===== src/hdl/assert_macros.svh =====
// ----------------------------------------------------------------------------
// assert_macros.svh
// Shared concurrent assertion macros for the segment allocator.
// ----------------------------------------------------------------------------
`ifndef ASSERT_MACROS_SVH
`define ASSERT_MACROS_SVH

// clocked check, off while reset is asserted
`define FFSA_ASSERT(label, clk, rst_n, prop) \
    label: assert property (@(posedge clk) disable iff (!(rst_n)) (prop)) \
        else $error("%m: check failed");

// clocked check with its own message
`define FFSA_ASSERT_MSG(label, clk, rst_n, prop, msg) \
    label: assert property (@(posedge clk) disable iff (!(rst_n)) (prop)) \
        else $error(msg);

`endif


===== src/hdl/ffsa_pkg.sv =====
// ----------------------------------------------------------------------------
// ffsa_pkg
// Types, codes and the control store of the first-fit segment allocator.
// ----------------------------------------------------------------------------
package ffsa_pkg;

    localparam int SIZE_W   = 11;
    localparam int ADDR_W   = 10;
    localparam int STATUS_W = 3;
    localparam int STEP_W   = 4;

    // managed memory never exceeds this many words
    localparam logic [SIZE_W-1:0] MEM_WORDS = 11'd1024;
    localparam logic [SIZE_W-1:0] MEM_WORDS_RESET = 11'd1024;

    localparam logic [STATUS_W-1:0] ST_OK         = 3'd0;
    localparam logic [STATUS_W-1:0] ST_NO_SPACE   = 3'd1;
    localparam logic [STATUS_W-1:0] ST_TABLE_FULL = 3'd2;
    localparam logic [STATUS_W-1:0] ST_NOT_FOUND  = 3'd3;
    localparam logic [STATUS_W-1:0] ST_BAD_SIZE   = 3'd4;

    localparam logic OP_ALLOC = 1'b0;
    localparam logic OP_FREE  = 1'b1;

    // program addresses
    localparam logic [STEP_W-1:0] S_INIT   = 4'd0;
    localparam logic [STEP_W-1:0] S_IDLE   = 4'd1;
    localparam logic [STEP_W-1:0] S_SETUP  = 4'd2;
    localparam logic [STEP_W-1:0] S_BADCHK = 4'd3;
    localparam logic [STEP_W-1:0] S_MERGE  = 4'd4;
    localparam logic [STEP_W-1:0] S_MFIN   = 4'd5;
    localparam logic [STEP_W-1:0] S_DECIDE = 4'd6;
    localparam logic [STEP_W-1:0] S_SHSET  = 4'd7;
    localparam logic [STEP_W-1:0] S_SHIFT  = 4'd8;
    localparam logic [STEP_W-1:0] S_INS    = 4'd9;
    localparam logic [STEP_W-1:0] S_MARK   = 4'd10;
    localparam logic [STEP_W-1:0] S_FSCAN  = 4'd11;
    localparam logic [STEP_W-1:0] S_DONE   = 4'd12;

    typedef enum logic [3:0] {
        A_NONE, A_INIT, A_LATCH, A_SETUP, A_MERGE, A_MFIN, A_DECIDE,
        A_SHSET, A_SHIFT, A_INSERT, A_MARK, A_FSCAN, A_EMIT
    } t_action;

    typedef enum logic [3:0] {
        C_NONE, C_ALWAYS, C_ACCEPT, C_IS_FREE, C_BAD_SIZE, C_MERGE_DONE,
        C_NO_SPLIT, C_SHIFT_DONE, C_FSCAN_DONE, C_OUT_FREE
    } t_cond;

    typedef struct packed {
        t_action            action;
        t_cond              cond;
        logic               hold;    // stay on this step while cond is false
        logic [STEP_W-1:0]  target;
    } t_uword;

    typedef struct packed {
        logic accept;
        logic is_free;
        logic bad_size;
        logic merge_done;
        logic no_split;
        logic shift_done;
        logic fscan_done;
        logic out_free;
    } t_flags;

    typedef struct packed {
        t_action           action;
    } t_uctl;

    typedef struct packed {
        logic [ADDR_W-1:0] start;
        logic              free;
    } t_seg;

    function automatic t_uword ucode(input logic [STEP_W-1:0] step);
        t_uword w;
        case (step)
            S_INIT:   w = '{A_INIT,   C_ALWAYS,     1'b0, S_IDLE};
            S_IDLE:   w = '{A_LATCH,  C_ACCEPT,     1'b1, S_SETUP};
            S_SETUP:  w = '{A_SETUP,  C_IS_FREE,    1'b0, S_FSCAN};
            S_BADCHK: w = '{A_NONE,   C_BAD_SIZE,   1'b0, S_DONE};
            S_MERGE:  w = '{A_MERGE,  C_MERGE_DONE, 1'b1, S_MFIN};
            S_MFIN:   w = '{A_MFIN,   C_NONE,       1'b0, S_DECIDE};
            S_DECIDE: w = '{A_DECIDE, C_NO_SPLIT,   1'b0, S_MARK};
            S_SHSET:  w = '{A_SHSET,  C_NONE,       1'b0, S_SHIFT};
            S_SHIFT:  w = '{A_SHIFT,  C_SHIFT_DONE, 1'b1, S_INS};
            S_INS:    w = '{A_INSERT, C_NONE,       1'b0, S_MARK};
            S_MARK:   w = '{A_MARK,   C_ALWAYS,     1'b0, S_DONE};
            S_FSCAN:  w = '{A_FSCAN,  C_FSCAN_DONE, 1'b1, S_DONE};
            S_DONE:   w = '{A_EMIT,   C_OUT_FREE,   1'b1, S_IDLE};
            default:  w = '{A_NONE,   C_ALWAYS,     1'b0, S_IDLE};
        endcase
        return w;
    endfunction

endpackage


===== src/hdl/ffsa_in_if.sv =====
// ----------------------------------------------------------------------------
// ffsa_in_if
// Request channel: opcode, allocate size and free address.
// ----------------------------------------------------------------------------
interface ffsa_in_if;
    logic                          valid;
    logic                          ready;
    logic                          opcode;
    logic [ffsa_pkg::SIZE_W-1:0]   alloc_size;
    logic [ffsa_pkg::ADDR_W-1:0]   free_address;

    modport source (output valid, output opcode, output alloc_size,
                    output free_address, input ready);
    modport sink   (input valid, input opcode, input alloc_size,
                    input free_address, output ready);
endinterface


===== src/hdl/ffsa_out_if.sv =====
// ----------------------------------------------------------------------------
// ffsa_out_if
// Response channel: status and granted address.
// ----------------------------------------------------------------------------
interface ffsa_out_if;
    logic                          valid;
    logic                          ready;
    logic [ffsa_pkg::STATUS_W-1:0] status;
    logic [ffsa_pkg::ADDR_W-1:0]   granted_address;

    modport source (output valid, output status, output granted_address,
                    input ready);
    modport sink   (input valid, input status, input granted_address,
                    output ready);
endinterface


===== src/hdl/ffsa_useq.sv =====
// ----------------------------------------------------------------------------
// ffsa_useq
// Microprogram sequencer: step counter, control store, conditional jumps.
// ----------------------------------------------------------------------------
module ffsa_useq (
    input  logic              i_clk,
    input  logic              i_rst_n,
    input  ffsa_pkg::t_flags  i_flags,
    output ffsa_pkg::t_uctl   o_ctl
);

    logic [ffsa_pkg::STEP_W-1:0] r_step;
    logic [ffsa_pkg::STEP_W-1:0] n_step;
    ffsa_pkg::t_uword            uw;
    logic                        take;

    assign uw = ffsa_pkg::ucode(r_step);

    always_comb begin
        case (uw.cond)
            ffsa_pkg::C_NONE:       take = 1'b0;
            ffsa_pkg::C_ALWAYS:     take = 1'b1;
            ffsa_pkg::C_ACCEPT:     take = i_flags.accept;
            ffsa_pkg::C_IS_FREE:    take = i_flags.is_free;
            ffsa_pkg::C_BAD_SIZE:   take = i_flags.bad_size;
            ffsa_pkg::C_MERGE_DONE: take = i_flags.merge_done;
            ffsa_pkg::C_NO_SPLIT:   take = i_flags.no_split;
            ffsa_pkg::C_SHIFT_DONE: take = i_flags.shift_done;
            ffsa_pkg::C_FSCAN_DONE: take = i_flags.fscan_done;
            ffsa_pkg::C_OUT_FREE:   take = i_flags.out_free;
            default:                take = 1'b0;
        endcase
    end

    always_comb begin
        if (take) begin
            n_step = uw.target;
        end else if (uw.hold) begin
            n_step = r_step;
        end else begin
            n_step = r_step + 1'b1;
        end
    end

    always_ff @(posedge i_clk) begin
        if (!i_rst_n) begin
            r_step <= ffsa_pkg::S_INIT;
        end else begin
            r_step <= n_step;
        end
    end

    assign o_ctl.action = uw.action;

endmodule


===== src/hdl/first_fit_segment_allocator.sv =====
// ----------------------------------------------------------------------------
// first_fit_segment_allocator
// First-fit allocator over an ordered table of contiguous memory segments.
// ----------------------------------------------------------------------------
// A microcoded sequencer walks a segment table with one read and one write
// per cycle (registered read). After reset an init step sets the table to a
// single free segment; no request is taken before that. An allocate of
// nonzero size does one merge-and-search pass over the segments held, which
// joins neighbouring free segments and finds the first that fits; when that
// segment is split, the entries above it move up by one to open a gap for
// the remainder. A free scans the table for the segment that starts at the
// given address; a zero-size allocate skips both passes. One request is in
// work at a time; a finished result sits in an output register, so the next
// request transfers in while it waits to be taken.
// ----------------------------------------------------------------------------
`include "assert_macros.svh"

module first_fit_segment_allocator #(
    parameter int MAX_SEGMENTS = 32
) (
    input  logic                         i_clk,
    input  logic                         i_rst_n,
    input  logic                         i_cfg_we,
    input  logic [ffsa_pkg::SIZE_W-1:0]  i_cfg_data,
    ffsa_in_if.sink                      i_req,
    ffsa_out_if.source                   o_rsp
);

    localparam int IW = (MAX_SEGMENTS > 1) ? $clog2(MAX_SEGMENTS) : 1;
    localparam int CW = $clog2(MAX_SEGMENTS + 1);
    localparam int AW = ffsa_pkg::ADDR_W;
    localparam int SW = ffsa_pkg::SIZE_W;
    localparam int TW = ffsa_pkg::STATUS_W;

    // segment table
    ffsa_pkg::t_seg mem [MAX_SEGMENTS];

    ffsa_pkg::t_uctl  ctl;
    ffsa_pkg::t_flags flags;

    logic [SW-1:0] r_mem_words, n_mem_words;
    logic          r_op, n_op;
    logic [SW-1:0] r_size, n_size;
    logic [AW-1:0] r_faddr, n_faddr;
    logic [CW-1:0] r_count, n_count;
    logic [CW-1:0] r_rd, n_rd;
    logic          r_dv, n_dv;
    logic [IW-1:0] r_didx, n_didx;
    logic [CW-1:0] r_wr, n_wr;
    logic [AW-1:0] r_prev_s, n_prev_s;
    logic          r_prev_f, n_prev_f;
    logic          r_fit_found, n_fit_found;
    logic [IW-1:0] r_fit_idx, n_fit_idx;
    logic [AW-1:0] r_fit_start, n_fit_start;
    logic [SW-1:0] r_fit_len, n_fit_len;
    logic [TW-1:0] r_status, n_status;
    logic [AW-1:0] r_grant, n_grant;
    logic          r_ovalid, n_ovalid;
    logic [TW-1:0] r_ostatus, n_ostatus;
    logic [AW-1:0] r_ogrant, n_ogrant;
    ffsa_pkg::t_seg r_rdata;

    logic           mem_we;
    logic [IW-1:0]  mem_waddr;
    ffsa_pkg::t_seg mem_wdata;
    logic           rd_en;

    logic           accept;
    logic [SW-1:0]  mem_end;
    logic [SW-1:0]  seg_len;
    logic [SW-1:0]  end_len;
    logic           up_issue;
    logic           dn_issue;
    logic           match;
    logic           table_full;
    logic           skip;
    logic [CW-1:0]  wr_m1;
    logic [IW-1:0]  ins_idx;

    assign accept     = i_req.valid && i_req.ready;
    assign mem_end    = (r_mem_words > ffsa_pkg::MEM_WORDS) ? ffsa_pkg::MEM_WORDS
                                                            : r_mem_words;
    assign seg_len    = (r_rdata.start > r_prev_s)
                        ? ({1'b0, r_rdata.start} - {1'b0, r_prev_s}) : '0;
    assign end_len    = (mem_end > {1'b0, r_prev_s}) ? (mem_end - {1'b0, r_prev_s})
                                                     : '0;
    assign up_issue   = (r_rd < r_count);
    assign dn_issue   = (r_rd > CW'(r_fit_idx));
    assign match      = r_dv && (r_rdata.start == r_faddr);
    assign table_full = (r_count >= CW'(MAX_SEGMENTS));
    assign skip       = (r_wr != '0) && r_rdata.free && r_prev_f;
    assign wr_m1      = r_wr - CW'(1);
    assign ins_idx    = r_fit_idx + IW'(1);

    assign flags.accept     = accept;
    assign flags.is_free    = (r_op == ffsa_pkg::OP_FREE);
    assign flags.bad_size   = (r_status == ffsa_pkg::ST_BAD_SIZE);
    assign flags.merge_done = !up_issue && !r_dv;
    assign flags.no_split   = !r_fit_found || (r_fit_len == r_size) || table_full;
    assign flags.shift_done = !dn_issue && !r_dv;
    assign flags.fscan_done = match || (!up_issue && !r_dv);
    assign flags.out_free   = !r_ovalid || o_rsp.ready;

    ffsa_useq u_useq (
        .i_clk   (i_clk),
        .i_rst_n (i_rst_n),
        .i_flags (flags),
        .o_ctl   (ctl)
    );

    assign i_req.ready = (ctl.action == ffsa_pkg::A_LATCH);

    always_comb begin
        n_mem_words = i_cfg_we ? i_cfg_data : r_mem_words;
        n_op        = r_op;
        n_size      = r_size;
        n_faddr     = r_faddr;
        n_count     = r_count;
        n_rd        = r_rd;
        n_dv        = r_dv;
        n_didx      = r_didx;
        n_wr        = r_wr;
        n_prev_s    = r_prev_s;
        n_prev_f    = r_prev_f;
        n_fit_found = r_fit_found;
        n_fit_idx   = r_fit_idx;
        n_fit_start = r_fit_start;
        n_fit_len   = r_fit_len;
        n_status    = r_status;
        n_grant     = r_grant;
        n_ovalid    = r_ovalid && !o_rsp.ready;
        n_ostatus   = r_ostatus;
        n_ogrant    = r_ogrant;
        mem_we      = 1'b0;
        mem_waddr   = '0;
        mem_wdata   = '0;
        rd_en       = 1'b0;

        case (ctl.action)
            ffsa_pkg::A_INIT: begin
                mem_we    = 1'b1;
                mem_wdata = '{start: '0, free: 1'b1};
            end
            ffsa_pkg::A_LATCH: begin
                if (accept) begin
                    n_op    = i_req.opcode;
                    n_size  = i_req.alloc_size;
                    n_faddr = i_req.free_address;
                end
            end
            ffsa_pkg::A_SETUP: begin
                if (r_op == ffsa_pkg::OP_FREE) begin
                    n_status = ffsa_pkg::ST_NOT_FOUND;
                end else if (r_size == '0) begin
                    n_status = ffsa_pkg::ST_BAD_SIZE;
                end else begin
                    n_status = ffsa_pkg::ST_OK;
                end
                n_grant     = '0;
                n_rd        = '0;
                n_dv        = 1'b0;
                n_wr        = '0;
                n_fit_found = 1'b0;
            end
            ffsa_pkg::A_MERGE: begin
                // read entry r while compacting the entry read last cycle
                rd_en = up_issue;
                n_dv  = up_issue;
                if (up_issue) begin
                    n_rd = r_rd + CW'(1);
                end
                if (r_dv && !skip) begin
                    mem_we    = 1'b1;
                    mem_waddr = r_wr[IW-1:0];
                    mem_wdata = r_rdata;
                    // the previous kept segment now has a known end
                    if ((r_wr != '0) && r_prev_f && !r_fit_found && (seg_len >= r_size)) begin
                        n_fit_found = 1'b1;
                        n_fit_idx   = wr_m1[IW-1:0];
                        n_fit_start = r_prev_s;
                        n_fit_len   = seg_len;
                    end
                    n_prev_s = r_rdata.start;
                    n_prev_f = r_rdata.free;
                    n_wr     = r_wr + CW'(1);
                end
            end
            ffsa_pkg::A_MFIN: begin
                // last segment runs to the memory end
                if (r_prev_f && !r_fit_found && (end_len >= r_size)) begin
                    n_fit_found = 1'b1;
                    n_fit_idx   = wr_m1[IW-1:0];
                    n_fit_start = r_prev_s;
                    n_fit_len   = end_len;
                end
                n_count = r_wr;
            end
            ffsa_pkg::A_DECIDE: begin
                if (!r_fit_found) begin
                    n_status = ffsa_pkg::ST_NO_SPACE;
                end else if ((r_fit_len != r_size) && table_full) begin
                    n_status = ffsa_pkg::ST_TABLE_FULL;
                end else begin
                    n_status = ffsa_pkg::ST_OK;
                    n_grant  = r_fit_start;
                end
            end
            ffsa_pkg::A_SHSET: begin
                n_rd    = r_count - CW'(1);
                n_wr    = r_count;
                n_dv    = 1'b0;
                n_count = r_count + CW'(1);
            end
            ffsa_pkg::A_SHIFT: begin
                // move entries up by one, top first
                rd_en = dn_issue;
                n_dv  = dn_issue;
                if (dn_issue) begin
                    n_rd = r_rd - CW'(1);
                end
                if (r_dv) begin
                    mem_we    = 1'b1;
                    mem_waddr = r_wr[IW-1:0];
                    mem_wdata = r_rdata;
                    n_wr      = r_wr - CW'(1);
                end
            end
            ffsa_pkg::A_INSERT: begin
                mem_we    = 1'b1;
                mem_waddr = ins_idx;
                mem_wdata = '{start: r_fit_start + r_size[AW-1:0], free: 1'b1};
            end
            ffsa_pkg::A_MARK: begin
                if (r_status == ffsa_pkg::ST_OK) begin
                    mem_we    = 1'b1;
                    mem_waddr = r_fit_idx;
                    mem_wdata = '{start: r_fit_start, free: 1'b0};
                end
            end
            ffsa_pkg::A_FSCAN: begin
                rd_en = up_issue;
                n_dv  = up_issue;
                if (up_issue) begin
                    n_rd   = r_rd + CW'(1);
                    n_didx = r_rd[IW-1:0];
                end
                if (match) begin
                    mem_we    = 1'b1;
                    mem_waddr = r_didx;
                    mem_wdata = '{start: r_faddr, free: 1'b1};
                    n_status  = ffsa_pkg::ST_OK;
                end
            end
            ffsa_pkg::A_EMIT: begin
                if (flags.out_free) begin
                    n_ovalid  = 1'b1;
                    n_ostatus = r_status;
                    n_ogrant  = (r_status == ffsa_pkg::ST_OK) ? r_grant : '0;
                end
            end
            default: begin
            end
        endcase
    end

    always_ff @(posedge i_clk) begin
        if (mem_we) begin
            mem[mem_waddr] <= mem_wdata;
        end
        if (rd_en) begin
            r_rdata <= mem[r_rd[IW-1:0]];
        end
    end

    always_ff @(posedge i_clk) begin
        if (!i_rst_n) begin
            r_mem_words <= ffsa_pkg::MEM_WORDS_RESET;
            r_count     <= CW'(1);
            r_dv        <= 1'b0;
            r_ovalid    <= 1'b0;
        end else begin
            r_mem_words <= n_mem_words;
            r_count     <= n_count;
            r_dv        <= n_dv;
            r_ovalid    <= n_ovalid;
        end
    end

    always_ff @(posedge i_clk) begin
        r_op        <= n_op;
        r_size      <= n_size;
        r_faddr     <= n_faddr;
        r_rd        <= n_rd;
        r_didx      <= n_didx;
        r_wr        <= n_wr;
        r_prev_s    <= n_prev_s;
        r_prev_f    <= n_prev_f;
        r_fit_found <= n_fit_found;
        r_fit_idx   <= n_fit_idx;
        r_fit_start <= n_fit_start;
        r_fit_len   <= n_fit_len;
        r_status    <= n_status;
        r_grant     <= n_grant;
        r_ostatus   <= n_ostatus;
        r_ogrant    <= n_ogrant;
    end

    assign o_rsp.valid           = r_ovalid;
    assign o_rsp.status          = r_ostatus;
    assign o_rsp.granted_address = r_ogrant;

    `FFSA_ASSERT(a_count_range, i_clk, i_rst_n,
        (r_count != '0) && (r_count <= CW'(MAX_SEGMENTS)))
    `FFSA_ASSERT(a_one_in_work, i_clk, i_rst_n,
        accept |=> !i_req.ready)
    `FFSA_ASSERT(a_write_in_table, i_clk, i_rst_n,
        mem_we |-> (CW'(mem_waddr) < r_count))
    `FFSA_ASSERT_MSG(a_grant_only_ok, i_clk, i_rst_n,
        (r_ovalid && (r_ostatus != ffsa_pkg::ST_OK)) |-> (r_ogrant == '0),
        "granted address set on a failed request")

endmodule

===== src/flat_wrapper.sv =====
// flat-port wrapper written by rule: the top's interface ports become plain ports
module first_fit_segment_allocator_flat 
#(
    parameter int MAX_SEGMENTS = 32
)
  (i_clk, i_rst_n, i_cfg_we, i_cfg_data, i_req_valid, i_req_opcode, i_req_alloc_size, i_req_free_address, i_req_ready, o_rsp_valid, o_rsp_status, o_rsp_granted_address, o_rsp_ready);
  ffsa_in_if i_req_i ();
  ffsa_out_if o_rsp_i ();
  input  logic i_clk;
  input  logic i_rst_n;
  input  logic i_cfg_we;
  input  logic [ffsa_pkg::SIZE_W-1:0] i_cfg_data;
  input wire logic [$bits(i_req_i.valid)-1:0] i_req_valid;
  input wire logic [$bits(i_req_i.opcode)-1:0] i_req_opcode;
  input wire logic [$bits(i_req_i.alloc_size)-1:0] i_req_alloc_size;
  input wire logic [$bits(i_req_i.free_address)-1:0] i_req_free_address;
  output wire logic [$bits(i_req_i.ready)-1:0] i_req_ready;
  output wire logic [$bits(o_rsp_i.valid)-1:0] o_rsp_valid;
  output wire logic [$bits(o_rsp_i.status)-1:0] o_rsp_status;
  output wire logic [$bits(o_rsp_i.granted_address)-1:0] o_rsp_granted_address;
  input wire logic [$bits(o_rsp_i.ready)-1:0] o_rsp_ready;
  assign i_req_i.valid = i_req_valid;
  assign i_req_i.opcode = i_req_opcode;
  assign i_req_i.alloc_size = i_req_alloc_size;
  assign i_req_i.free_address = i_req_free_address;
  assign i_req_ready = i_req_i.ready;
  assign o_rsp_valid = o_rsp_i.valid;
  assign o_rsp_status = o_rsp_i.status;
  assign o_rsp_granted_address = o_rsp_i.granted_address;
  assign o_rsp_i.ready = o_rsp_ready;
  first_fit_segment_allocator #(.MAX_SEGMENTS(MAX_SEGMENTS)) u_core (.i_clk(i_clk), .i_rst_n(i_rst_n), .i_cfg_we(i_cfg_we), .i_cfg_data(i_cfg_data), .i_req(i_req_i), .o_rsp(o_rsp_i));
endmodule

===== config.mk =====
export PLATFORM = sky130hd
export DESIGN_NAME = first_fit_segment_allocator_flat
export DESIGN_NICKNAME = d
export VERILOG_FILES = /design/src/hdl/ffsa_pkg.sv /design/src/hdl/ffsa_in_if.sv /design/src/hdl/ffsa_out_if.sv /design/src/hdl/ffsa_useq.sv /design/src/hdl/first_fit_segment_allocator.sv /design/src/flat_wrapper.sv
export VERILOG_INCLUDE_DIRS = /design/src /design/src/hdl
export SDC_FILE = /design/constraint.sdc
export NUM_CORES = 1
export LEC_CHECK = 0
export ABC_CLOCK_PERIOD_IN_PS = 10700
export BUFFER_PORTS_ARGS = -buffer_cell sky130_fd_sc_hd__buf_4
export CAP_MARGIN = 20
export CORE_ASPECT_RATIO = 1.2
export CORE_MARGIN = 8
export CORE_UTILIZATION = 68
export CTS_CLUSTER_DIAMETER = 60
export DETAILED_ROUTE_END_ITERATION = 16
export GPL_TIMING_DRIVEN = 0
export MAX_ROUTING_LAYER = met4
export PLACE_DENSITY = 0.95
export SLEW_MARGIN = 10
export SYNTH_ARGS = -nofsm -noshare
export SYNTH_HDL_FRONTEND = slang
export SYNTH_HIERARCHICAL = 1
export SYNTH_SLANG_ARGS = --single-unit

===== constraint.sdc =====
create_clock -name i_clk -period 10.7 [get_ports i_clk]
set_input_delay 0 -clock i_clk [delete_from_list [all_inputs] [get_ports i_clk]]
set_output_delay 0 -clock i_clk [all_outputs]
set_load 0.005 [all_outputs]

==> Word-level counts from Yosys, hierarchy flattened <==
Memories as Yosys holds them, arrays and structs flattened. A register that Yosys moved wholly into a read port is not among the register bits.
Cells that the tools add are included.
{ "word_totals": {"regBits": 126, "ramBits": 352, "rom_bits": 208, "inputBits": 38, "out_inout_bits": 15, "n_memories": 2} }
{ "mem_list": {"columns": ["name", "words", "width", "rd", "rd_clocked_by_memory_dff", "wr", "line", "rtl"], "rows": [
  ["u_core.mem", 32, 11, 1, 1, 1, "first_fit_segment_allocator.sv:36", "ffsa_pkg::t_seg mem [MAX_SEGMENTS];"],
  ["(name not given)", 16, 13, 1, 1, 0, "ffsa_pkg.sv:79", "case (step)"]
]} }
{ "classes": {"add_sub_neg": 11, "order_cmp": 8, "eq_ne": 35, "mux": 61, "reduce_logical": 49} }
{ "op_table": {"columns": ["op", "n"], "rows": [
  ["two-way mux 11 bit", 10],
  ["one-hot mux 11 bit (6 select lines)", 1],
  ["two-way mux 10 bit", 5],
  ["one-hot mux 6 bit (4 select lines)", 2],
  ["one-hot mux 10 bit (2 select lines)", 2],
  ["two-way mux 5 bit", 7],
  ["equality test 4 x 3 -> 1 bit, second input constant", 8],
  ["equality test 4 bit, second input constant", 7],
  ["one-hot mux 5 bit (5 select lines)", 1],
  ["two-way mux 6 bit", 4],
  [">= comparator 11 bit", 2],
  ["one-hot mux 11 bit (2 select lines)", 1],
  ["adder 6 x 1 -> 6 bit, second input constant", 3],
  ["!= test 2 x 1 -> 1 bit, second input constant", 9],
  ["subtractor 6 x 1 -> 6 bit, second input constant", 3],
  ["equality test 4 x 2 -> 1 bit, second input constant", 4],
  ["two-way mux 4 bit", 4],
  ["logical AND 1 bit", 14],
  ["two-way mux 3 bit", 4],
  ["one-hot mux 6 bit (2 select lines)", 1],
  ["equality test 11 bit", 1],
  ["> comparator 11 x 10 -> 1 bit", 1],
  ["> comparator 11 bit, second input constant", 1],
  ["logical NOT 11 bit", 1],
  ["other kinds (33)", 68]
]} }

==> Depth between registers and ports, before layout <==
Gate-level depths: netlist (run 1).
{ "depth": {"depth_word": 9, "depth_mapped": 19, "mapped_depth_nobuf": 19} }

==> By module <==
Netlist (run 1), hierarchy kept.
{ "modules_own_cells": {"columns": ["module", "instances", "cells_each", "area_each_um2"], "rows": [
  ["first_fit_segment_allocator", 1, 1323, 21732.1],
  ["ffsa_useq", 1, 109, 1049.8]
]} }

==> Worst setup path before layout (run 1) <==
No wires, ideal clock.
{ "synth_path": {"path_type": "reg2reg", "startpoint": "register u_core.r_mem_words[10]", "endpoint": "register u_core.r_fit_idx[0], enable pin", "setup_time_ps": 475, "t_arrival_ps": 5791, "path_slack_ps": 4434, "stages_incl_launch_ff": 16, "n_path_buf": 1, "cell_sequence": "dfxtp_1 > clkbuf_1 > nor2b_1 > ha_1 > o21a_1 > o31a_1 > o21ai_0 > a21oi_1 > o21ai_1 > nor3_1 > ha_1 > nand4_1 > o31a_1 > o21bai_1 > a31oi_1 > nor4_1"} }
{ "synth_via": {"elab_chain_cells": 8, "elab_cells_between_ends": 9} }
{ "synth_rtl": {"columns": ["element", "line", "rtl"], "rows": [
  ["start, declared", "first_fit_segment_allocator.sv:41", "logic [SW-1:0] r_mem_words, n_mem_words;"],
  ["start signal, assigned", "first_fit_segment_allocator.sv:277", "r_mem_words <= ffsa_pkg::MEM_WORDS_RESET;"],
  ["start signal, assigned", "first_fit_segment_allocator.sv:282", "r_mem_words <= n_mem_words;"],
  ["> comparator 11 bit", "first_fit_segment_allocator.sv:81", "assign mem_end = (r_mem_words > ffsa_pkg::MEM_WORDS) ? ffsa_pkg::MEM_WORDS"],
  ["two-way mux 11 bit (*)", "first_fit_segment_allocator.sv:81", null],
  ["subtractor 11 x 10 -> 11 bit / > comparator 11 x 10 -> 1 bit (equally long branches)", "first_fit_segment_allocator.sv:85", "assign end_len = (mem_end > {1'b0, r_prev_s}) ? (mem_end - {1'b0, r_prev_s})"],
  ["two-way mux 11 bit (*)", "first_fit_segment_allocator.sv:85", null],
  [">= comparator 11 bit (*)", "first_fit_segment_allocator.sv:190", "if (r_prev_f && !r_fit_found && (end_len >= r_size)) begin"],
  ["logical AND 1 bit (*)", "first_fit_segment_allocator.sv:190", null],
  ["!= test 2 x 1 -> 1 bit (no source line) (*)", null, null],
  ["AND reduction 4 bit (no source line) (*)", null, null],
  ["end signal, assigned", "first_fit_segment_allocator.sv:299", "r_fit_idx <= n_fit_idx;"],
  ["end, declared", "first_fit_segment_allocator.sv:53", "logic [IW-1:0] r_fit_idx, n_fit_idx;"]
]} }
Every way passes the cells marked *; elsewhere a longest branch is shown, timed or not.
A chain may end at the register's enable or synchronous reset.

==> Worst setup path after layout (run 1) <==
{ "layout_path": {"startpoint": "register u_core.r_mem_words[10]", "endpoint": "register u_core.r_fit_len[2], enable pin"} }
{ "layout_via": {"elab_chain_cells": 8, "elab_cells_between_ends": 9} }
{ "layout_rtl": {"columns": ["element", "line", "rtl"], "rows": [
  ["> comparator 11 bit", "first_fit_segment_allocator.sv:81", null],
  ["two-way mux 11 bit (*)", "first_fit_segment_allocator.sv:81", null],
  ["subtractor 11 x 10 -> 11 bit / > comparator 11 x 10 -> 1 bit (equally long branches)", "first_fit_segment_allocator.sv:85", null],
  ["two-way mux 11 bit (*)", "first_fit_segment_allocator.sv:85", null],
  [">= comparator 11 bit (*)", "first_fit_segment_allocator.sv:190", null],
  ["logical AND 1 bit (*)", "first_fit_segment_allocator.sv:190", null],
  ["!= test 2 x 1 -> 1 bit (no source line) (*)", null, null],
  ["AND reduction 4 bit (no source line) (*)", null, null],
  ["end signal, assigned", "first_fit_segment_allocator.sv:301", "r_fit_len <= n_fit_len;"],
  ["end, declared", "first_fit_segment_allocator.sv:55", "logic [SW-1:0] r_fit_len, n_fit_len;"]
]} }
Marked as above.

==> impl_metrics.toml, run 1 <==
[outcome]
outcome = "finished, final reports clean"

[timing]
hold_viol = 0
fin_crit_sh_pct = 54.9
finClkSkew_ns = 0.0390
finalSetupViolCount = 0
maxSlewHeadroom_pct = 12.2
min_period_ns = 5.88
rsz0062_at_grt = "no"
slew_viol_final = 0
setup_tns_ns = 0
final.setup.worst_slack_ns = 4.82
max_clock_freq_mhz = 170
tightest_slew_ns = 1.32

[place]
gp_congestion = 1.00
pre_cts_slack_ns = 5.10
port_buffers = 52
post-dp-hpwl_um = 37500

[critical_path]
crit_path_start_kind = "register"
rr_worst_depth = 19
reg2reg_slack_ns = 4.82
critPathRequiredTime_ns = 10.97
cp_cell_sequence = "clkbuf_1 -> nor2b_1 -> ha_1 -> o21a_1 -> o31a_1 -> o21ai_0 -> a21oi_1 -> o21ai_1 -> a21oi_1 -> ha_1 -> a21o_1 -> a21o_1 -> a2111oi_0 -> o31a_1 -> o21bai_1 -> a31oi_1 -> nor4_2 -> buf_4 -> buf_4"
r2r_start = "u_core/r_mem_words[10]"
slowest_delay_ns = 0.74
cp-end-kind = "register"
critPathArrivalTime_ns = 6.15
critical_path_class = "reg2reg"
crit_family = "compound AO/OA/AOI/OAI gates"
cp_max_fo = 10
slowest_stage = "nor4_2"
rr_endpoint = "u_core/r_fit_len[2]"
path_buf_inv = 3

[worst_hold_path]
min_to = "u_core/r_faddr[1]"
holdPathStages = 2
hp-start = "i_req_free_address[1]"
min_path_type = "in2reg"

[global_route]
grt_pass1_wl_um = 97700
grt_use_met1_pct = 38.2
grt_use_met3_pct = 8.49
grt-ovfl-total = 0
top_usage_layer = "met2"
grt_max_degree = 33
antenna_found_initial = 7
grt_use_total_pct = 34.6
gr-usage-met2_pct = 56.7
grt_pass1_vias = 15183

[layout]
fin_nets = 1720
areaGrowthSynthToFinish_pct = 14.6
layout-drive-gt1-share_pct = 19.1
fin_util_pct = 79.0

[power]
power_density_nw_per_um2 = 238
p_leak_nw = 8.85
internal-power_mw = 4.18
comb_power_share_pct = 30.7
power_frac_clock_pct = 29.0
p_switching_mw = 2.05
ir_worst_vdd_mv = 0.190
switching_share_pct = 32.9
p_seq_share_pct = 40.3

[routing]
antenna_left = 0
vias = 14984
drt_iter0_markers = 2131
wl_um = 66000
routed_via_density = 7.15
post-route-drc-count = 0
routedWlPerCell_um = 31.5
drtPass1Iterations = 7

[clock_tree]
htreeDepth = 2
cts_resized = 0
clk_path_buf_depth = 3
tritoncts = "built"
cts.sink_count = 502
path_clk_slew_ns = 0.07
clk_latency_ns = 0.59
cts_buffers = 48
cts_root_buf = "clkbuf_16"

[floorplan]
io_pins = 53
dieHeight_um = 217
fp.dieArea_um2 = 39600
chipWidth_um = 183
fp-row-count = 73
core-area_um2 = 33100
initial_core_util_pct = 68.9

[yosys]
synthesis.nets = 1552
yosys_warnings = 6
synth-edff-count = 466
synth_largest_area_cell = "edfxtp_1"
synth_top_area_share_pct = 61.4
yosysSeqAreaShare_pct = 64.6
postSynth.asyncResetShare_pct = 0
syn_area_per_cell_um2 = 15.9
synth_area_leaders = "edfxtp_1 61%, mux4_2 11%, ha_1 4.3%"
yosysUniqueCellTypes = 83
synthCells = 1432
syn_area_um2 = 22800
ys.flop_type = "edfxtp_1"
ys_seq_elements = 502

[flow_run]
maxCapViolCount = 0
[area by class of cell]
type | count | area, um2
flip-flops and latches | 502 | 14700
inverters | 56 | 213
diodes | 6 | 15.0
clock buffers | 58 | 1280
clock inverters | 32 | 359
repair buffers | 118 | 1080
fillers | 1624 | 6950
multi-input cells | 818 | 7640
plain buffers | 56 | 249
well taps | 450 | 563
[cell usage in the layout (no fill, tap or decap), types with 8 or more instances in the layout]
master           n
nor3_1          17
clkbuf_16       50
dlygate4sd3_1   46
nand2b_1        20
a222oi_1        12
o22ai_1         11
edfxtp_1       466
dfxtp_1         36
nor2_1          75
o21a_1          10
nand3_1         27
nor2b_1         35
inv_1           55
nand2_1         66
and2_1          21
buf_1           10
a21o_1          13
buf_4           62
o21ai_0         38
ha_1            78
clkbuf_1        43
nand4_1          8
xor2_1          26
a21oi_1         31
clkinv_1        10
xnor2_1         40
mux4_2         110
mux2_2          20
and3_1          16
mux2i_1         20
[Yosys cell counts, types with 11 or more instances]
| master | n |
|---|---|
| inv_1 | 55 |
| nor2b_1 | 35 |
| o21ai_0 | 43 |
| xnor2_1 | 40 |
| a222oi_1 | 12 |
| nand2_1 | 67 |
| clkbuf_1 | 35 |
| dfxtp_1 | 36 |
| o22ai_1 | 11 |
| nor2_1 | 77 |
| a21oi_1 | 31 |
| ha_1 | 78 |
| mux2_2 | 20 |
| and2_1 | 21 |
| edfxtp_1 | 466 |
| mux4_2 | 110 |
| nand2b_1 | 20 |
| a21o_1 | 13 |
| and3_1 | 16 |
| nor3_1 | 17 |
| nand3_1 | 27 |
| xor2_1 | 26 |
| mux2i_1 | 20 |
[state kept, by name, summed over array words and instances, names as in the netlist, 5 cells and up]
register,cells
u_core/r_fit_idx,5
u_core/r_prev_s,10
u_core/o_rsp.granted_address,10
u_core/r_count,6
u_core/r_size,11
u_core/r_grant,10
u_core/r_mem_words,11
u_core/r_faddr,10
u_core/r_rd,6
u_core/r_wr,6
u_core/r_didx,5
u_core/r_fit_start,10
u_core/r_rdata,11
u_core/r_fit_len,11
u_core/u_useq/uw,13
u_core/mem,352
[how the worst max path moves through the flow]
| stage | from | to | slack (ns) | cells past startpoint |
|---|---|---|---|---|
| finish | u_core/r_mem_words[10] | u_core/r_fit_len[2] | 4.82 | 19 |
| detailed placement | u_core/r_mem_words[10] | u_core/r_fit_len[2] | 5.10 | 19 |
| floorplan | u_core/r_mem_words[10] | u_core/r_fit_idx[0] | 4.43 | 15 |
| CTS | u_core/r_mem_words[10] | u_core/r_fit_len[2] | 5.03 | 19 |
| global placement | u_core/r_mem_words[10] | u_core/r_fit_len[6] | 2.31 | 17 |
| global route | u_core/r_mem_words[10] | u_core/r_fit_len[2] | 4.55 | 17 |
[through the flow]
stage	instances	hold WS (ns)	power [mW]	instance area, um2
2_1_floorplan	1432	0.0989	3.69	22800
3_3_place_gp	1934	0.179	4.09	23700
3_5_place_dp	1944	0.179	4.20	23900
4_1_cts	2079	0.129	6.05	26000
5_1_grt	2096	0.126	6.37	26100
6_report	2096	0.136	6.23	26100
[metal layers]
metal / part of all wire [%] / vias to the layer above
li1: - / 5963
met3: 12 / 362
met1: 31 / 7217
met2: 49 / 1442
met4: 8.4 / 0
met5: 0 / -
[kinds of logic after synthesis]
family          after synthesis  synth area share (%)
simple gates                322                  7.26
mux                         153                  12.9
flops                       502                  64.6
xor+xnor                     66                  2.54
fa+ha+maj                    82                  4.64
buf+inv                     112                  2.03
compound gates              195                  6.01
[power by group through the flow]
stage / combinational [mW] / sequential (mW) / clock, mW
after floorplan: 1.21 / 2.48 / 0
after global placement: 1.57 / 2.52 / 0
after detailed placement: 1.67 / 2.53 / 0
after CTS: 1.77 / 2.50 / 1.78
after global routing: 1.98 / 2.52 / 1.88
final: 1.91 / 2.51 / 1.80
[what timing repair did]
| action | CTS | global route |
|---|---|---|
| buffers inserted | 0 | 0 |
| endpoints found under the setup margin | 0 | 0 |
| hold buffers | 45 | 1 |
| endpoints found under the hold margin | 36 | 3 |
Note: power is estimated with default switching activity, not from simulation.
==> run 2, diff against run 1 <==
--- a/config.mk
+++ b/config.mk
@@ -6,17 +6,17 @@
 export SDC_FILE = /design/constraint.sdc
 export NUM_CORES = 1
 export LEC_CHECK = 0
-export ABC_CLOCK_PERIOD_IN_PS = 10700
+export ABC_CLOCK_PERIOD_IN_PS = 6000
 export BUFFER_PORTS_ARGS = -buffer_cell sky130_fd_sc_hd__buf_4
 export CAP_MARGIN = 20
 export CORE_ASPECT_RATIO = 1.2
 export CORE_MARGIN = 8
-export CORE_UTILIZATION = 68
+export CORE_UTILIZATION = 63
 export CTS_CLUSTER_DIAMETER = 60
 export DETAILED_ROUTE_END_ITERATION = 16
 export GPL_TIMING_DRIVEN = 0
 export MAX_ROUTING_LAYER = met4
-export PLACE_DENSITY = 0.95
+export PLACE_DENSITY = 0.9
 export SLEW_MARGIN = 10
 export SYNTH_ARGS = -nofsm -noshare
 export SYNTH_HDL_FRONTEND = slang
==> constraint.sdc (replaced) <==
create_clock -name i_clk -period 6 [get_ports i_clk]
set_input_delay 0 -clock i_clk [delete_from_list [all_inputs] [get_ports i_clk]]
set_output_delay 0 -clock i_clk [all_outputs]
set_load 0.005 [all_outputs]
==> run 2 against run 1 <==
Net effect:
- sequential power rose by 77%
- first-iteration DRC count shrank 30%
- die area grew 7.3%
- wire length decreased by 14%
- largest cell class unchanged
- largest power group unchanged
- highest routed layer unchanged
==> impl_metrics.toml, run 2 (synthesis results as in run 1) <==
[floorplan]
io_pins = 53
dieHeight_um = 224
fp.dieArea_um2 = 42500
core-area_um2 = 35800
fp-row-count = 76
initial_core_util_pct = 63.7
chipWidth_um = 190

[layout]
areaGrowthSynthToFinish_pct = 13.8
regMostFlops = "u_core/mem"
final_cells = 2101
layout_common_cells = "466 x edfxtp_1, 110 x mux4_2, 78 x ha_1, 77 x nor2_1, 64 x nand2_1"
fin_nets = 1714
layout-drive-gt1-share_pct = 18.9
antenna_cells = 0
largest_register_ffs = 352
final_common_cell = "edfxtp_1"

[power]
finalPower_mw = 10.6
ir_worst_vdd_mv = 0.273
power_density_nw_per_um2 = 407
p_leak_nw = 8.76

[timing]
min_period_ns = 5.55
slew_viol_final = 0
finClkSkew_ns = 0.0254
fin_crit_sh_pct = 92.5
finalSetupViolCount = 0
tightest_slew_ns = 1.18
rsz0062_at_grt = "no"
setup_tns_ns = 0
max_clock_freq_mhz = 180
holdWs_ns = 0.139
maxSlewHeadroom_pct = 21.0
hold_viol = 0

[clock_tree]
htreeDepth = 2
cts_buffers = 48
clk_latency_ns = 0.59
tritoncts = "built"
path_clk_slew_ns = 0.07
cts.sink_count = 502
cts_root_buf = "clkbuf_16"
clk_path_buf_depth = 3
post_cts_buffers = 0

[critical_path]
cp-end-kind = "register"
critPathRequiredTime_ns = 6.33
critical_path_class = "reg2reg"
cp_max_fo = 14
critPathArrivalTime_ns = 5.89
crit_path_start_kind = "register"

[routing]
routed_via_density = 6.62
wl_met1_um = 19700
wl_met2_um = 28900
drtPass1Iterations = 8
routedWlPerCell_um = 27.0
wl_um = 56600
antenna_left = 0
route.met3.wl_um = 4430
drt_iter0_markers = 1493
top_layer_used = "met4"
post-route-drc-count = 0
vias = 13905

[place]
port_buffers = 52
gp_congestion = 0.965
place_inst = 1961
post-dp-hpwl_um = 37200

[global_route]
grt_pass1_wl_um = 84500
grt_max_degree = 33
grt_pass1_vias = 14327
grt-ovfl-total = 0
grt_use_total_pct = 26.9
antenna_found_initial = 0

[outcome]
outcome = "finished, final reports clean"

[flow_run]
maxCapViolCount = 0

[worst_hold_path]
min_path_type = "in2reg"
## run 2: changes by cell type in the layout (fill, tap and decap cells not counted), moves of 2 or more
| cell | before | now |
|---|---|---|
| buf_8 | 6 | 4 |
| bufinv_16 | 7 | 2 |
| clkinv_1 | 10 | 13 |
| clkinv_2 | 7 | 11 |
| diode_2 | 6 | 0 |
| nand2_1 | 66 | 64 |
| nand2_2 | 1 | 3 |
| nor2_1 | 75 | 77 |
| nor2_2 | 3 | 1 |
## run 2: final timing paths
check                              start               endpoint  slack [ns]  depth (start not counted)
hold reg to reg       u_core/r_prev_s[9]  u_core/r_fit_start[9]        0.45                          0
setup reg to reg  u_core/r_mem_words[10]    u_core/r_fit_len[6]        0.45                         19
setup / recovery  u_core/r_mem_words[10]    u_core/r_fit_len[6]        0.45                         19
hold / removal       i_req_alloc_size[0]       u_core/r_size[0]        0.14                          2
## run 2: per-layer routing
| metal | track usage (%) | vias to the layer above |
|---|---|---|
| li1 | - | 5949 |
| met1 | 30.6 | 6907 |
| met2 | 45.6 | 861 |
| met3 | 4.63 | 188 |
| met4 | 14.0 | 0 |
| met5 | - | - |
## run 2: repair_timing
action | 4_1_cts | 5_1_grt
setup endpoints to repair | 0 | 14
hold buffers | 45 | 0
hold endpoints to repair | 36 | 0
gates resized for setup | 0 | 1
## run 2: worst max-delay path: stages (launching register included)
cell       delay (ns)
dfxtp_1          0.48
clkbuf_1         0.39
nor2b_1          0.12
ha_1             0.38
o21a_1           0.21
o31a_1           0.12
o21ai_0          0.45
a21oi_1          0.19
o21ai_2          0.37
a21oi_1          0.12
ha_1             0.32
a21o_1           0.18
a21o_1           0.18
a2111oi_0        0.59
o31a_1           0.28
o21bai_1         0.10
a31oi_1          0.32
nor4_4           0.10
buf_6            0.19
buf_6            0.17
## run 2: stage by stage
stage                     util (%)  setup WS, ns  instance area (um2)
final                         72.5         0.449                25900
after global routing          72.5         0.191                25900
after CTS                     72.3         0.412                25800
after detailed placement      66.8         0.436                23900
after global placement        66.5        -0.836                23800
after floorplan                  -         0.798                22800
## run 2: final cells by class
cell class,instances,area [um2]
multi-input cells,818,7660
repair buffers,112,1000
clock inverters,33,251
fillers,2093,9830
flip-flops and latches,502,14700
inverters,56,213
well taps,468,586
plain buffers,56,249
clock buffers,56,1250
## run 2: power by group
| part | switching [mW] | internal, mW |
|---|---|---|
| clock | 1.33 | 1.60 |
| combinational | 1.83 | 1.35 |
| sequential | 0.221 | 4.23 |
| total | 3.38 | 7.18 |
==> run 3, diff against run 2 <==
--- a/config.mk
+++ b/config.mk
@@ -6,6 +6,7 @@
 export SDC_FILE = /design/constraint.sdc
 export NUM_CORES = 1
 export LEC_CHECK = 0
+export ABC_AREA = 1
 export ABC_CLOCK_PERIOD_IN_PS = 6000
 export BUFFER_PORTS_ARGS = -buffer_cell sky130_fd_sc_hd__buf_4
 export CAP_MARGIN = 20
@@ -14,9 +15,9 @@
 export CORE_UTILIZATION = 63
 export CTS_CLUSTER_DIAMETER = 60
 export DETAILED_ROUTE_END_ITERATION = 16
-export GPL_TIMING_DRIVEN = 0
+export GPL_TIMING_DRIVEN = 1
 export MAX_ROUTING_LAYER = met4
-export PLACE_DENSITY = 0.9
+export PLACE_DENSITY = 0.8
 export SLEW_MARGIN = 10
 export SYNTH_ARGS = -nofsm -noshare
 export SYNTH_HDL_FRONTEND = slang
==> run 3 against run 2 <==
Net effect:
- final cell count increased by 34%
- via count increased by 26%
- non-clock buffer count decreased by 43
- critical path depth increased by 3
- fmax increased by 13%
- worst setup slack improved by 0.65 ns
- wire length increased by 9.7%
- die area increased by 3.6%
- first-iteration DRC count increased by 14%
- design area increased by 2.7%
- combinational power increased by 26%
==> impl_metrics.toml, run 3 <==
[power]
power_density_nw_per_um2 = 432
finalPower_mw = 11.5
ir_worst_vdd_mv = 0.323
p_leak_nw = 10.1

[layout]
fin_area_um2 = 26600
layout_common_cells = "466 x edfxtp_1, 312 x nor2_1, 275 x nand2_1, 226 x o21ai_0, 196 x inv_1"
regMostFlops = "u_core/mem"
final_cells = 2819
fin_nets = 2413
final_common_cell = "edfxtp_1"
largest_register_ffs = 352
layout-drive-gt1-share_pct = 10.5
areaGrowthSynthToFinish_pct = 12.5
num-fill-cells = 2580

[timing]
tightest_slew_ns = 1.13
rsz0062_at_grt = "no"
max_clock_freq_mhz = 204
maxSlewHeadroom_pct = 24.2
slew_viol_final = 0
finClkSkew_ns = 0.0309
finalSetupViolCount = 0
fin_crit_sh_pct = 81.7
holdWs_ns = 0.102
min_period_ns = 4.90
setup_tns_ns = 0
hold_viol = 0

[floorplan]
initial_core_util_pct = 63.2
io_pins = 53
core-area_um2 = 37500
chipWidth_um = 193
dieHeight_um = 228
fp-row-count = 78
fp.dieArea_um2 = 44100

[yosys]
synth-edff-count = 466
synthCells = 2203
postSynth.asyncResetShare_pct = 0
yosys_warnings = 6
ys_seq_elements = 502
synthTopCellsByCount = "466 x edfxtp_1, 313 x nor2_1, 275 x nand2_1, 229 x o21ai_0, 198 x inv_1"
yosysSeqAreaShare_pct = 62.1
yosysUniqueCellTypes = 54
synth_most_common_cell = "edfxtp_1"
synth_largest_area_cell = "edfxtp_1"
ys.flop_type = "edfxtp_1"
syn_area_um2 = 23700
syn_area_per_cell_um2 = 10.7
synth_top_area_share_pct = 59.1
synthesis.nets = 2323
synth_area_leaders = "edfxtp_1 59%, nor2_1 5.0%, o21ai_0 4.8%"

[worst_hold_path]
min_path_type = "in2reg"

[place]
port_buffers = 52
gp_congestion = 0.929
post-dp-hpwl_um = 39400
postPlaceCellArea_um2 = 24500
place_inst = 2668

[clock_tree]
cts_buffers = 51
cts_root_buf = "clkbuf_16"
tritoncts = "built"
hold_buffers = 43
post_cts_buffers = 0
htreeDepth = 2
path_clk_slew_ns = 0.06
clk_latency_ns = 0.59
cts_resized = 0
cts.sink_count = 502
clk_path_buf_depth = 3

[global_route]
grt-ovfl-total = 0
antenna_found_initial = 3
grt_pass1_wl_um = 95900
grt_pass1_vias = 17415
grt_use_total_pct = 28.9
grt_max_degree = 104

[routing]
drtPass1Iterations = 6
routedWlPerCell_um = 22.0
wl_met2_um = 31300
antenna_left = 0
drt_iter0_markers = 1703
top_layer_used = "met4"
vias = 17504
routed_via_density = 6.21
post-route-drc-count = 0
wl_um = 62100
wl_met1_um = 23300
route.met3.wl_um = 4830

[outcome]
outcome = "finished, final reports clean"

[critical_path]
slowest_delay_ns = 0.56
critPathArrivalTime_ns = 5.15
cp_cell_sequence = "nor2_1 -> nand3_1 -> nor3_1 -> a21oi_1 -> nor2_1 -> ha_1 -> nand2_1 -> nor4_1 -> nand3_1 -> nand2_1 -> inv_1 -> and2_1 -> ha_1 -> nand2_1 -> o21ai_0 -> nand2_1 -> nand4_1 -> nand3_1 -> nand2_1 -> nand2_1 -> nor2_2 -> buf_4"
cp_max_fo = 17
critical_path_class = "reg2reg"
critPathRequiredTime_ns = 6.25
slowest_stage = "a21oi_1"
crit_top_cell = "nand2_1"
crit_path_start_kind = "register"
cp-end-kind = "register"

[flow_run]
maxCapViolCount = 0
==> run 3: cell types whose count changed after synthesis, sizes merged, moves of 19 or more <==
cell    before  now
a21oi       33   76
nor2        78  325
nand2b      20    1
mux2i       21    0
inv         56  210
clkbuf      35   62
nand3       27  135
o221ai       1   73
mux4       110    0
nand2       67  303
nor2b       35    0
mux2        22    0
xnor2       40    9
o21ai       48  254
==> run 3: cell type report <==
class                      count  area, um2  area share (%)
timing repair buffer         125       1080            4.04
inverter                     211        801            3.01
clock inverter                34        229           0.860
antenna                        3       7.51          0.0282
tap                          480        601            2.26
clock buffer                  62       1360            5.10
sequential                   502      14700            55.3
multi-input combinational   1402       7840            29.4
==> run 3: worst max-delay path: cells and delay by family, from the launching register on <==
kind,cells,cell delay [ns]
simple gates,16,2.16
compound gates,2,0.73
fa+ha+maj,2,0.71
buf+inv,2,0.58
flops,1,0.38
==> run 3: worst paths after layout <==
| path | startpoint | to | slack (ns) | cells after the start |
|---|---|---|---|---|
| setup / recovery | u_core/r_mem_words[0] | u_core/r_fit_start[7] | 1.10 | 22 |
| hold / removal | i_req_valid | u_core/r_faddr[9] | 0.10 | 3 |
| setup reg to reg | u_core/r_mem_words[0] | u_core/r_fit_start[7] | 1.10 | 22 |
| hold reg to reg | u_core/r_prev_s[3] | u_core/r_fit_start[3] | 0.45 | 0 |
==> run 3: routing by layer <==
layer,up-vias,global-route usage [%]
met5,-,-
met4,0,12.2
met3,172,4.04
met2,980,48.1
met1,8360,34.9
li1,7992,-
==> run 3: cells by family after synthesis <==
| logic type | share of synthesized area, % |
|---|---|
| AOI/OAI and AO/OA | 11.5 |
| xor gates and xnor gates | 1.26 |
| adders and majority gates | 4.46 |
| buffers and inverters | 4.98 |
| DFF | 62.1 |
| and+or+nand+nor | 15.6 |
==> run 3: power by group <==
group	switching [mW]	total, mW	internal (mW)
clock	1.34	2.97	1.63
combinational	2.83	4.00	1.16
sequential	0.222	4.54	4.31
total	4.40	11.5	7.11
==> run 3: per-stage QoR <==
| stage | worst slack [ns] | util [%] |
|---|---|---|
| 4_1_cts | 1.10 | 70.8 |
| 3_5_place_dp | 1.13 | 65.4 |
| 5_1_grt | 0.725 | 71.0 |
| 3_3_place_gp | 1.17 | 65.3 |
| 6_report | 1.10 | 71.0 |
| 2_1_floorplan | 1.45 | - |
